===== config.mk =====
export PLATFORM = sky130hd
export DESIGN_NAME = intel_hex_record_parser
export DESIGN_NICKNAME = d
export VERILOG_FILES = /design/src/hw/rtl/ihex_pkg.sv /design/src/hw/rtl/ihex_front.sv /design/src/hw/rtl/ihex_queue.sv /design/src/hw/rtl/ihex_back.sv /design/src/hw/rtl/intel_hex_record_parser.sv
export VERILOG_INCLUDE_DIRS = /design/src /design/src/hw/rtl
export SDC_FILE = /design/constraint.sdc
export NUM_CORES = 1
export LEC_CHECK = 0
export BUFFER_PORTS_ARGS = -buffer_cell sky130_fd_sc_hd__buf_2
export CORE_MARGIN = 2
export CORE_UTILIZATION = 45
export DETAILED_ROUTE_END_ITERATION = 10
export GPL_ROUTABILITY_DRIVEN = 1
export PLACE_DENSITY = 0.71
export SYNTH_ARGS = -nofsm -noshare
export SYNTH_HDL_FRONTEND = slang
export SYNTH_SLANG_ARGS = --single-unit

===== constraint.sdc =====
create_clock -name i_clk -period 6.2 [get_ports i_clk]
set_input_delay 0.31 -clock i_clk [delete_from_list [all_inputs] [get_ports i_clk]]
set_output_delay 0.31 -clock i_clk [all_outputs]
set_load 0.02 [all_outputs]

===== src/hw/rtl/intel_hex_record_parser_defines.svh =====
// Assertion macros shared by the Intel HEX record parser RTL.
// Depends on nothing; included by files that carry concurrent assertions.
`ifndef INTEL_HEX_RECORD_PARSER_DEFINES_SVH
`define INTEL_HEX_RECORD_PARSER_DEFINES_SVH

// Same-cycle implication, disabled while reset is held.
`define IHEX_ASSERT_NOW(label, clk, rst_n, ante, cons, msg) \
    label: assert property (@(posedge clk) disable iff (!(rst_n)) (ante) |-> (cons)) \
        else $error(msg);

// Next-cycle implication, disabled while reset is held.
`define IHEX_ASSERT_NEXT(label, clk, rst_n, ante, cons, msg) \
    label: assert property (@(posedge clk) disable iff (!(rst_n)) (ante) |=> (cons)) \
        else $error(msg);

`endif


===== src/hw/rtl/ihex_pkg.sv =====
// Shared types and constants for the Intel HEX record parser.
// Depends on nothing; used by every module of the parser.
package ihex_pkg;

    localparam int IHEX_QUEUE_DEPTH = 4;

    localparam logic [7:0] CHAR_COLON = 8'h3A;
    localparam logic [7:0] CHAR_LF    = 8'h0A;

    localparam logic [7:0] REC_DATA         = 8'h00;
    localparam logic [7:0] REC_EXT_LINEAR   = 8'h04;
    localparam logic [7:0] REC_START_LINEAR = 8'h05;

    localparam logic [2:0] KIND_DATA       = 3'd0;
    localparam logic [2:0] KIND_BASE       = 3'd1;
    localparam logic [2:0] KIND_START      = 3'd2;
    localparam logic [2:0] KIND_CHECKED    = 3'd3;
    localparam logic [2:0] KIND_DONE       = 3'd4;
    localparam logic [2:0] KIND_BAD_FORMAT = 3'd5;
    localparam logic [2:0] KIND_BAD_TYPE   = 3'd6;

    typedef struct packed {
        logic [7:0] char_in;
        logic       end_of_input;
    } t_in_item;

    typedef struct packed {
        logic [2:0]  kind;
        logic [31:0] address;
        logic [7:0]  data_byte;
        logic        checksum_ok;
        logic        start_valid;
    } t_out_item;

    // Byte-level operations handed from the front end to the back end.
    typedef enum logic [3:0] {
        OP_COUNT      = 4'd0,
        OP_ADDR       = 4'd1,
        OP_TYPE       = 4'd2,
        OP_DATA       = 4'd3,
        OP_BASE       = 4'd4,
        OP_BASE_LAST  = 4'd5,
        OP_START      = 4'd6,
        OP_START_LAST = 4'd7,
        OP_CSUM       = 4'd8,
        OP_DONE       = 4'd9,
        OP_BAD_FORMAT = 4'd10,
        OP_BAD_TYPE   = 4'd11
    } t_op;

    typedef struct packed {
        t_op        op;
        logic [7:0] value;
        logic [7:0] index;
    } t_cmd;

endpackage


===== src/hw/rtl/ihex_front.sv =====
// Character front end: colon and line-feed handling, hex digit pairing and
// record field sequencing. Depends on ihex_pkg; feeds ihex_queue.
module ihex_front
    import ihex_pkg::*;
(
    input  logic     i_clk,
    input  logic     i_rst_n,
    input  logic     i_in_valid,
    output logic     o_in_ready,
    input  t_in_item i_in_data,
    input  logic     i_queue_full,
    output logic     o_push,
    output t_cmd     o_push_cmd,
    output logic     o_done
);

    typedef enum logic [9:0] {
        PH_WAIT  = 10'b00_0000_0001,
        PH_COUNT = 10'b00_0000_0010,
        PH_ADDR  = 10'b00_0000_0100,
        PH_TYPE  = 10'b00_0000_1000,
        PH_DATA  = 10'b00_0001_0000,
        PH_BASE  = 10'b00_0010_0000,
        PH_START = 10'b00_0100_0000,
        PH_CSUM  = 10'b00_1000_0000,
        PH_SKIP  = 10'b01_0000_0000,
        PH_DONE  = 10'b10_0000_0000
    } t_phase;

    function automatic logic [3:0] nibble_of(input logic [7:0] c);
        logic [3:0] n;
        n = 4'd0;
        if (c >= 8'h30 && c <= 8'h39) begin
            n = 4'(c - 8'h30);
        end else if (c >= 8'h61 && c <= 8'h66) begin
            n = 4'(c - 8'h57);
        end else if (c >= 8'h41 && c <= 8'h46) begin
            n = 4'(c - 8'h37);
        end
        return n;
    endfunction

    t_phase     r_phase, n_phase;
    logic       r_digit_hi, n_digit_hi;
    logic [3:0] r_hi_nib, n_hi_nib;
    logic [7:0] r_bytes_left, n_bytes_left;
    logic [7:0] r_idx, n_idx;

    logic       w_fire;
    logic [7:0] w_byte;
    logic [7:0] w_idx_inc;

    assign o_in_ready = !i_queue_full;
    assign w_fire     = i_in_valid && o_in_ready;
    assign w_byte     = {r_hi_nib, nibble_of(i_in_data.char_in)};
    assign w_idx_inc  = r_idx + 8'd1;
    assign o_done     = (r_phase == PH_DONE);

    always_comb begin
        n_phase          = r_phase;
        n_digit_hi       = r_digit_hi;
        n_hi_nib         = r_hi_nib;
        n_bytes_left     = r_bytes_left;
        n_idx            = r_idx;
        o_push           = 1'b0;
        o_push_cmd.op    = OP_COUNT;
        o_push_cmd.value = w_byte;
        o_push_cmd.index = r_idx;
        if (w_fire && r_phase != PH_DONE) begin
            if (i_in_data.end_of_input) begin
                o_push        = 1'b1;
                o_push_cmd.op = OP_BAD_FORMAT;
                n_phase       = PH_DONE;
            end else begin
                case (r_phase)
                    PH_WAIT: begin
                        if (i_in_data.char_in != CHAR_COLON) begin
                            o_push        = 1'b1;
                            o_push_cmd.op = OP_BAD_FORMAT;
                            n_phase       = PH_DONE;
                        end else begin
                            n_digit_hi = 1'b0;
                            n_phase    = PH_COUNT;
                        end
                    end
                    PH_SKIP: begin
                        if (i_in_data.char_in == CHAR_LF) begin
                            n_phase = PH_WAIT;
                        end
                    end
                    default: begin
                        if (!r_digit_hi) begin
                            n_hi_nib   = nibble_of(i_in_data.char_in);
                            n_digit_hi = 1'b1;
                        end else begin
                            n_digit_hi = 1'b0;
                            o_push     = 1'b1;
                            case (r_phase)
                                PH_COUNT: begin
                                    if (w_byte == 8'd0) begin
                                        o_push_cmd.op = OP_DONE;
                                        n_phase       = PH_DONE;
                                    end else begin
                                        o_push_cmd.op = OP_COUNT;
                                        n_bytes_left  = w_byte;
                                        n_idx         = 8'd0;
                                        n_phase       = PH_ADDR;
                                    end
                                end
                                PH_ADDR: begin
                                    o_push_cmd.op = OP_ADDR;
                                    if (r_idx == 8'd1) begin
                                        n_idx   = 8'd0;
                                        n_phase = PH_TYPE;
                                    end else begin
                                        n_idx = w_idx_inc;
                                    end
                                end
                                PH_TYPE: begin
                                    o_push_cmd.op = OP_TYPE;
                                    n_idx         = 8'd0;
                                    if (w_byte == REC_DATA) begin
                                        n_phase = PH_DATA;
                                    end else if (w_byte == REC_EXT_LINEAR) begin
                                        n_phase = PH_BASE;
                                    end else if (w_byte == REC_START_LINEAR) begin
                                        n_phase = PH_START;
                                    end else begin
                                        o_push_cmd.op = OP_BAD_TYPE;
                                        n_phase       = PH_DONE;
                                    end
                                end
                                PH_DATA: begin
                                    o_push_cmd.op = OP_DATA;
                                    n_idx         = w_idx_inc;
                                    if (w_idx_inc == r_bytes_left) begin
                                        n_phase = PH_CSUM;
                                    end
                                end
                                PH_BASE: begin
                                    n_idx = w_idx_inc;
                                    if (r_idx == 8'd1) begin
                                        o_push_cmd.op = OP_BASE_LAST;
                                        n_phase       = PH_CSUM;
                                    end else begin
                                        o_push_cmd.op = OP_BASE;
                                    end
                                end
                                PH_START: begin
                                    n_idx = w_idx_inc;
                                    if (r_idx == 8'd3) begin
                                        o_push_cmd.op = OP_START_LAST;
                                        n_phase       = PH_CSUM;
                                    end else begin
                                        o_push_cmd.op = OP_START;
                                    end
                                end
                                default: begin
                                    o_push_cmd.op = OP_CSUM;
                                    n_phase       = PH_SKIP;
                                end
                            endcase
                        end
                    end
                endcase
            end
        end
    end

    always_ff @(posedge i_clk) begin
        if (!i_rst_n) begin
            r_phase      <= PH_WAIT;
            r_digit_hi   <= 1'b0;
            r_bytes_left <= 8'd0;
            r_idx        <= 8'd0;
        end else begin
            r_phase      <= n_phase;
            r_digit_hi   <= n_digit_hi;
            r_bytes_left <= n_bytes_left;
            r_idx        <= n_idx;
        end
    end

    always_ff @(posedge i_clk) begin
        r_hi_nib <= n_hi_nib;
    end

endmodule


===== src/hw/rtl/ihex_queue.sv =====
// Small register queue of byte operations between front and back ends.
// Depends on ihex_pkg for the entry type.
module ihex_queue
    import ihex_pkg::*;
#(
    parameter int DEPTH = IHEX_QUEUE_DEPTH
) (
    input  logic                         i_clk,
    input  logic                         i_rst_n,
    input  logic                         i_push,
    input  t_cmd                         i_push_cmd,
    output logic                         o_full,
    output logic                         o_pop_valid,
    output t_cmd                         o_pop_cmd,
    input  logic                         i_pop,
    output logic [$clog2(DEPTH+1)-1:0]   o_level
);

    localparam int PTR_W = (DEPTH > 1) ? $clog2(DEPTH) : 1;
    localparam int LVL_W = $clog2(DEPTH + 1);

    t_cmd             r_mem [DEPTH];
    logic [PTR_W-1:0] r_wr, n_wr;
    logic [PTR_W-1:0] r_rd, n_rd;
    logic [LVL_W-1:0] r_level, n_level;
    logic             w_push, w_pop;

    assign o_full      = (r_level == LVL_W'(DEPTH));
    assign o_pop_valid = (r_level != '0);
    assign o_pop_cmd   = r_mem[r_rd];
    assign o_level     = r_level;
    assign w_push      = i_push && !o_full;
    assign w_pop       = i_pop && o_pop_valid;

    always_comb begin
        n_wr    = r_wr;
        n_rd    = r_rd;
        n_level = r_level;
        if (w_push) begin
            n_wr = (r_wr == PTR_W'(DEPTH - 1)) ? '0 : r_wr + 1'b1;
        end
        if (w_pop) begin
            n_rd = (r_rd == PTR_W'(DEPTH - 1)) ? '0 : r_rd + 1'b1;
        end
        if (w_push && !w_pop) begin
            n_level = r_level + 1'b1;
        end else if (w_pop && !w_push) begin
            n_level = r_level - 1'b1;
        end
    end

    always_ff @(posedge i_clk) begin
        if (!i_rst_n) begin
            r_wr    <= '0;
            r_rd    <= '0;
            r_level <= '0;
        end else begin
            r_wr    <= n_wr;
            r_rd    <= n_rd;
            r_level <= n_level;
        end
    end

    always_ff @(posedge i_clk) begin
        if (w_push) begin
            r_mem[r_wr] <= i_push_cmd;
        end
    end

endmodule


===== src/hw/rtl/ihex_back.sv =====
// Back end: checksum, address and start state, and the output register.
// Depends on ihex_pkg; drains ihex_queue.
module ihex_back
    import ihex_pkg::*;
(
    input  logic      i_clk,
    input  logic      i_rst_n,
    input  logic      i_cmd_valid,
    input  t_cmd      i_cmd,
    output logic      o_cmd_pop,
    output logic      o_out_valid,
    input  logic      i_out_ready,
    output t_out_item o_out_data
);

    logic [7:0]  r_sum, n_sum;
    logic [15:0] r_offset, n_offset;
    logic [15:0] r_base, n_base;
    logic [31:0] r_start, n_start;
    logic        r_start_seen, n_start_seen;
    logic        r_out_valid, n_out_valid;
    t_out_item   r_out, n_out;
    logic        w_has_result;
    logic [7:0]  w_sum_inc;
    logic [31:0] w_data_addr;

    // A new operation is taken whenever the output register is free or draining.
    assign o_cmd_pop   = i_cmd_valid && (!r_out_valid || i_out_ready);
    assign w_sum_inc   = r_sum + i_cmd.value;
    assign w_data_addr = {r_base, 16'h0000} + {16'h0000, r_offset} + {24'h0, i_cmd.index};
    assign o_out_valid = r_out_valid;
    assign o_out_data  = r_out;

    always_comb begin
        n_sum        = r_sum;
        n_offset     = r_offset;
        n_base       = r_base;
        n_start      = r_start;
        n_start_seen = r_start_seen;
        w_has_result = 1'b0;
        n_out        = '0;
        case (i_cmd.op)
            OP_COUNT: begin
                n_sum = i_cmd.value;
            end
            OP_ADDR: begin
                n_sum    = w_sum_inc;
                n_offset = {r_offset[7:0], i_cmd.value};
            end
            OP_TYPE: begin
                n_sum = w_sum_inc;
            end
            OP_DATA: begin
                n_sum           = w_sum_inc;
                w_has_result    = 1'b1;
                n_out.kind      = KIND_DATA;
                n_out.address   = w_data_addr;
                n_out.data_byte = i_cmd.value;
            end
            OP_BASE: begin
                n_sum  = w_sum_inc;
                n_base = {r_base[7:0], i_cmd.value};
            end
            OP_BASE_LAST: begin
                n_sum         = w_sum_inc;
                n_base        = {r_base[7:0], i_cmd.value};
                w_has_result  = 1'b1;
                n_out.kind    = KIND_BASE;
                n_out.address = {r_base[7:0], i_cmd.value, 16'h0000};
            end
            OP_START: begin
                n_sum   = w_sum_inc;
                n_start = {r_start[23:0], i_cmd.value};
            end
            OP_START_LAST: begin
                n_sum         = w_sum_inc;
                n_start       = {r_start[23:0], i_cmd.value};
                n_start_seen  = 1'b1;
                w_has_result  = 1'b1;
                n_out.kind    = KIND_START;
                n_out.address = {r_start[23:0], i_cmd.value};
            end
            OP_CSUM: begin
                w_has_result      = 1'b1;
                n_out.kind        = KIND_CHECKED;
                n_out.data_byte   = i_cmd.value;
                n_out.checksum_ok = (w_sum_inc == 8'd0);
            end
            OP_DONE: begin
                w_has_result      = 1'b1;
                n_out.kind        = KIND_DONE;
                n_out.start_valid = r_start_seen;
            end
            OP_BAD_FORMAT: begin
                w_has_result = 1'b1;
                n_out.kind   = KIND_BAD_FORMAT;
            end
            OP_BAD_TYPE: begin
                w_has_result = 1'b1;
                n_out.kind   = KIND_BAD_TYPE;
            end
            default: begin
                w_has_result = 1'b0;
            end
        endcase
    end

    always_comb begin
        n_out_valid = r_out_valid;
        if (o_cmd_pop) begin
            n_out_valid = w_has_result;
        end else if (i_out_ready) begin
            n_out_valid = 1'b0;
        end
    end

    always_ff @(posedge i_clk) begin
        if (!i_rst_n) begin
            r_sum        <= 8'd0;
            r_offset     <= 16'd0;
            r_base       <= 16'd0;
            r_start      <= 32'd0;
            r_start_seen <= 1'b0;
            r_out_valid  <= 1'b0;
        end else begin
            r_out_valid <= n_out_valid;
            if (o_cmd_pop) begin
                r_sum        <= n_sum;
                r_offset     <= n_offset;
                r_base       <= n_base;
                r_start      <= n_start;
                r_start_seen <= n_start_seen;
            end
        end
    end

    always_ff @(posedge i_clk) begin
        if (o_cmd_pop && w_has_result) begin
            r_out <= n_out;
        end
    end

endmodule


===== src/hw/rtl/intel_hex_record_parser.sv =====
// Channel   Direction  Payload      Handshake
// in        input      t_in_item    i_in_valid / o_in_ready
// out       output     t_out_item   o_out_valid / i_out_ready
//
// One character is taken every cycle while the operation queue has room.
// A result is pushed by the front end into the queue as the character that
// completes its byte is taken, and the back end moves it into the output
// register. A stalled output fills the queue of QUEUE_DEPTH entries
// before input is held off. Reset is synchronous and needs no clearing pass.
// Top level of the Intel HEX record parser; depends on ihex_pkg, ihex_front,
// ihex_queue, ihex_back and the assertion macro header.
`include "intel_hex_record_parser_defines.svh"

module intel_hex_record_parser
    import ihex_pkg::*;
#(
    parameter int QUEUE_DEPTH = IHEX_QUEUE_DEPTH
) (
    input  logic      i_clk,
    input  logic      i_rst_n,
    input  logic      i_in_valid,
    output logic      o_in_ready,
    input  t_in_item  i_in_data,
    output logic      o_out_valid,
    input  logic      i_out_ready,
    output t_out_item o_out_data
);

    localparam int LVL_W = $clog2(QUEUE_DEPTH + 1);

    logic             w_push;
    t_cmd             w_push_cmd;
    logic             w_full;
    logic             w_done;
    logic             w_pop_valid;
    t_cmd             w_pop_cmd;
    logic             w_pop;
    logic [LVL_W-1:0] w_level;
    logic             w_terminal;

    ihex_front u_front (
        .i_clk        (i_clk),
        .i_rst_n      (i_rst_n),
        .i_in_valid   (i_in_valid),
        .o_in_ready   (o_in_ready),
        .i_in_data    (i_in_data),
        .i_queue_full (w_full),
        .o_push       (w_push),
        .o_push_cmd   (w_push_cmd),
        .o_done       (w_done)
    );

    ihex_queue #(
        .DEPTH (QUEUE_DEPTH)
    ) u_queue (
        .i_clk       (i_clk),
        .i_rst_n     (i_rst_n),
        .i_push      (w_push),
        .i_push_cmd  (w_push_cmd),
        .o_full      (w_full),
        .o_pop_valid (w_pop_valid),
        .o_pop_cmd   (w_pop_cmd),
        .i_pop       (w_pop),
        .o_level     (w_level)
    );

    ihex_back u_back (
        .i_clk       (i_clk),
        .i_rst_n     (i_rst_n),
        .i_cmd_valid (w_pop_valid),
        .i_cmd       (w_pop_cmd),
        .o_cmd_pop   (w_pop),
        .o_out_valid (o_out_valid),
        .i_out_ready (i_out_ready),
        .o_out_data  (o_out_data)
    );

    // The parse ends with a done, bad format or bad type transaction.
    assign w_terminal = (o_out_data.kind == KIND_DONE) ||
                        (o_out_data.kind == KIND_BAD_FORMAT) ||
                        (o_out_data.kind == KIND_BAD_TYPE);

    `IHEX_ASSERT_NEXT(a_quiet_after_end, i_clk, i_rst_n, o_out_valid && i_out_ready && w_terminal, !o_out_valid, "result after the parse had ended")
    `IHEX_ASSERT_NEXT(a_no_late_result, i_clk, i_rst_n, w_done && (w_level == '0) && !o_out_valid, !o_out_valid, "result appeared from an empty queue after the end")
    `IHEX_ASSERT_NOW(a_queue_bound, i_clk, i_rst_n, 1'b1, w_level <= LVL_W'(QUEUE_DEPTH), "queue level beyond its depth")

endmodule


==> flow_summary.json <==
{
  "ys_warn_count": 0,
  "drv_slew": 0,
  "cp.arrival_ns": 4.32,
  "worstPathRequired_ns": 6.41,
  "critPathLaunchType": "register",
  "initial_core_util_pct": 45.5,
  "cts_resized": 0,
  "ff2ff_path_depth": 10,
  "peakVddDrop_uv": 232,
  "grt_pass1_vias": 7164,
  "fp.dieW_um": 160,
  "yosysTopAreaCellShare_pct": 35.2,
  "wire_per_inst_um": 17.0,
  "num_rows": 57,
  "port_buffers": 59,
  "power.static_leakage_nw": 4.28,
  "synth_edf_count": 129,
  "min_period_over_period_pct": 66.3,
  "path_class": "reg -> reg",
  "finClkSkew_ns": 0.0198,
  "synth.lib_cells_used.distinct": 79,
  "clk_pin_slew_ns": 0.06,
  "syn_nets": 1017,
  "whs_ns": 0.100,
  "grt_pass1_wl_um": 37400,
  "vias_per_cell": 5.52,
  "synth_area_mm2": 0.0110,
  "cts_setup_buffers": 0,
  "mostFrequentLayoutCells": "edfxtp_1 (129), dfxtp_1 (102), nand2_1 (92), nor2_1 (82), buf_2 (59)",
  "syn_inst": 974,
  "async_flop_share_pct": 0,
  "rsz0062_at_grt": "no",
  "cts_sinks": 231,
  "final_layout_size_suffix_gt1_share_pct": 14.9,
  "tns_ns": 0,
  "hp-start": "i_out_ready",
  "power_density_mw_per_mm2": 442,
  "fin_crit_ns": 4.11,
  "drtPass1Iterations": 5,
  "cts_tree": "built",
  "final_nets": 1056,
  "hold_viol_final": 0,
  "finalWeightedCongestion": 0.851,
  "antenna_found_initial": 0,
  "grtUsageTotal_pct": 17.8,
  "chipHeight_um": 160,
  "cts_made_buffers": 24,
  "fmax_mhz": 243,
  "drc": 0,
  "synth_area_leaders": "edfxtp_1 (35%), dfxtp_1 (19%), mux2i_1 (4.7%), mux4_2 (4.1%), nand2_1 (3.1%)",
  "finalSetupViolCount": 0,
  "whs_endpoint": "u_back.o_out_valid",
  "worstHoldPathType": "in -> reg",
  "root_buffer": "clkbuf_16",
  "core_area_mm2": 0.0242,
  "rrSetupSlack_ns": 2.09,
  "ys_seq_elements": 231,
  "io_pins": 60,
  "ys.flop_type": "edfxtp_1",
  "timing.slew.headroom_pct": 23.7,
  "tightest_slew_ns": 1.14,
  "drt_iter0_drc": 591,
  "grt-ovfl-total": 0,
  "max-cap-violations": 0,
  "hpwlAfterDp_um": 15500,
  "ctsHoldBuffers": 0,
  "htree_levels": 1,
  "insertion_delay_ns": 0.52,
  "synth.avg_cell_area_um2": 11.3,
  "synth_top_area_cell": "edfxtp_1",
  "final_common_cell": "edfxtp_1",
  "setup.worst_path.end_class": "register",
  "syn_to_final_growth_pct": 12.1,
  "num_vias": 7478,
  "seq_area_frac_synth_pct": 53.8,
  "antennaDiodeCount": 0,
  "die-area_mm2": 0.0257,
  "status": "completed",
  "drtAntennaViolNets": 0,
  "crit_path_max_fanout": 12,
  "drt-total-wl_um": 23000,
  "holdPathStages": 3,
  "grt_max_degree": 84,
  "worstReg2RegEnd": "u_back.o_out_data[25]",
  "clockBufferDepth": 3
}
==> metrics by stage <==
stage               worst slack (ns)  total power [mW]  cell area [µm²]  instances  util [%]
floorplan                       2.74              3.47            11000        974         -
global placement                2.23              3.93            11500       1311      47.5
detailed placement              2.08              3.96            11500       1311      47.5
CTS                             2.06              5.49            12300       1355      51.0
global route                    1.77              5.74            12300       1355      51.0
finish                          2.09              5.44            12300       1355      51.0
==> worst max path at each step <==
stage | start | endpoint | slack (ns) | depth (start not counted)
after floorplan | register | u_back.o_out_data[37] | 2.74 | 13
after global placement | register | u_back.o_out_data[37] | 2.23 | 10
after detailed placement | register | u_back.o_out_data[39] | 2.08 | 10
after CTS | register | u_back.o_out_data[25] | 2.06 | 10
after global routing | register | u_back.o_out_data[24] | 1.77 | 10
final | register | u_back.o_out_data[25] | 2.09 | 10
==> worst max-delay path, stage by stage (launching register included) <==
cell and delay (ns):
dfxtp_1 0.68, mux4_2 0.61, ha_1 0.30, a21o_1 0.19, a21oi_1 0.28, o21ai_0 0.12
a31o_2 0.26, a21oi_1 0.90, nor3_1 0.16, xnor2_1 0.21, o21ai_0 0.09
==> power breakdown <==
group	internal, mW	leakage, nW	total (mW)	switching, mW
Sequential	1.97	2.03	2.10	0.132
Combinational	0.661	1.84	1.82	1.16
Clock	0.939	0.413	1.52	0.583
==> sequential cells by signal, summed over array words and instances, names as in the netlist, named ones only <==
register and cells:
u_front.r_hi_nib 4, u_front.r_idx 8, u_back.r_base 16, u_queue.r_rd 2
u_back.r_start_seen 1, u_queue.o_level 3, u_front.r_digit_hi 1, u_queue.r_mem 80
u_front.r_bytes_left 8, u_back.r_start 24, u_back.o_out_data 45, u_queue.r_wr 2
u_back.o_out_valid 1, u_back.r_sum 8, u_back.r_offset 16, u_front.r_phase 10
==> layout make-up <==
type	instances	area, µm²
sequential	231	5920
timing repair buffer	64	333
clock buffer	35	726
fill	2088	11800
multi-input combinational	673	4750
clock inverter	9	129
tap	324	405
inverter	19	71.3
==> Yosys cell counts (all sizes together) (22+ instances only) <==
master and number:
nor2 86, clkbuf 27, buf 24, nand3 22, a21oi 51, o21ai 60, mux2i 52, xnor2 37
ha 27, dfxtp 102, nand2 92, edfxtp 129
==> logic make-up after synthesis <==
family | after synthesis | share of synthesized area, %
AOI/OAI and AO/OA | 190 | 11.0
muxes | 73 | 8.93
buffers and inverters | 70 | 3.02
and+or+nand+nor | 325 | 15.3
adders and majority gates | 30 | 3.62
xor gates and xnor gates | 55 | 4.38
DFF | 231 | 53.8
==> per-layer routing <==
layer	vias to the layer above	GRT usage (%)	share of wire, %
met4	0	6.14	2.6
met1	3563	23.7	44
met5	-	0	0
li1	3663	-	-
met2	201	30.2	48
met3	51	2.27	4.8
(Power assumes the default switching activity.)
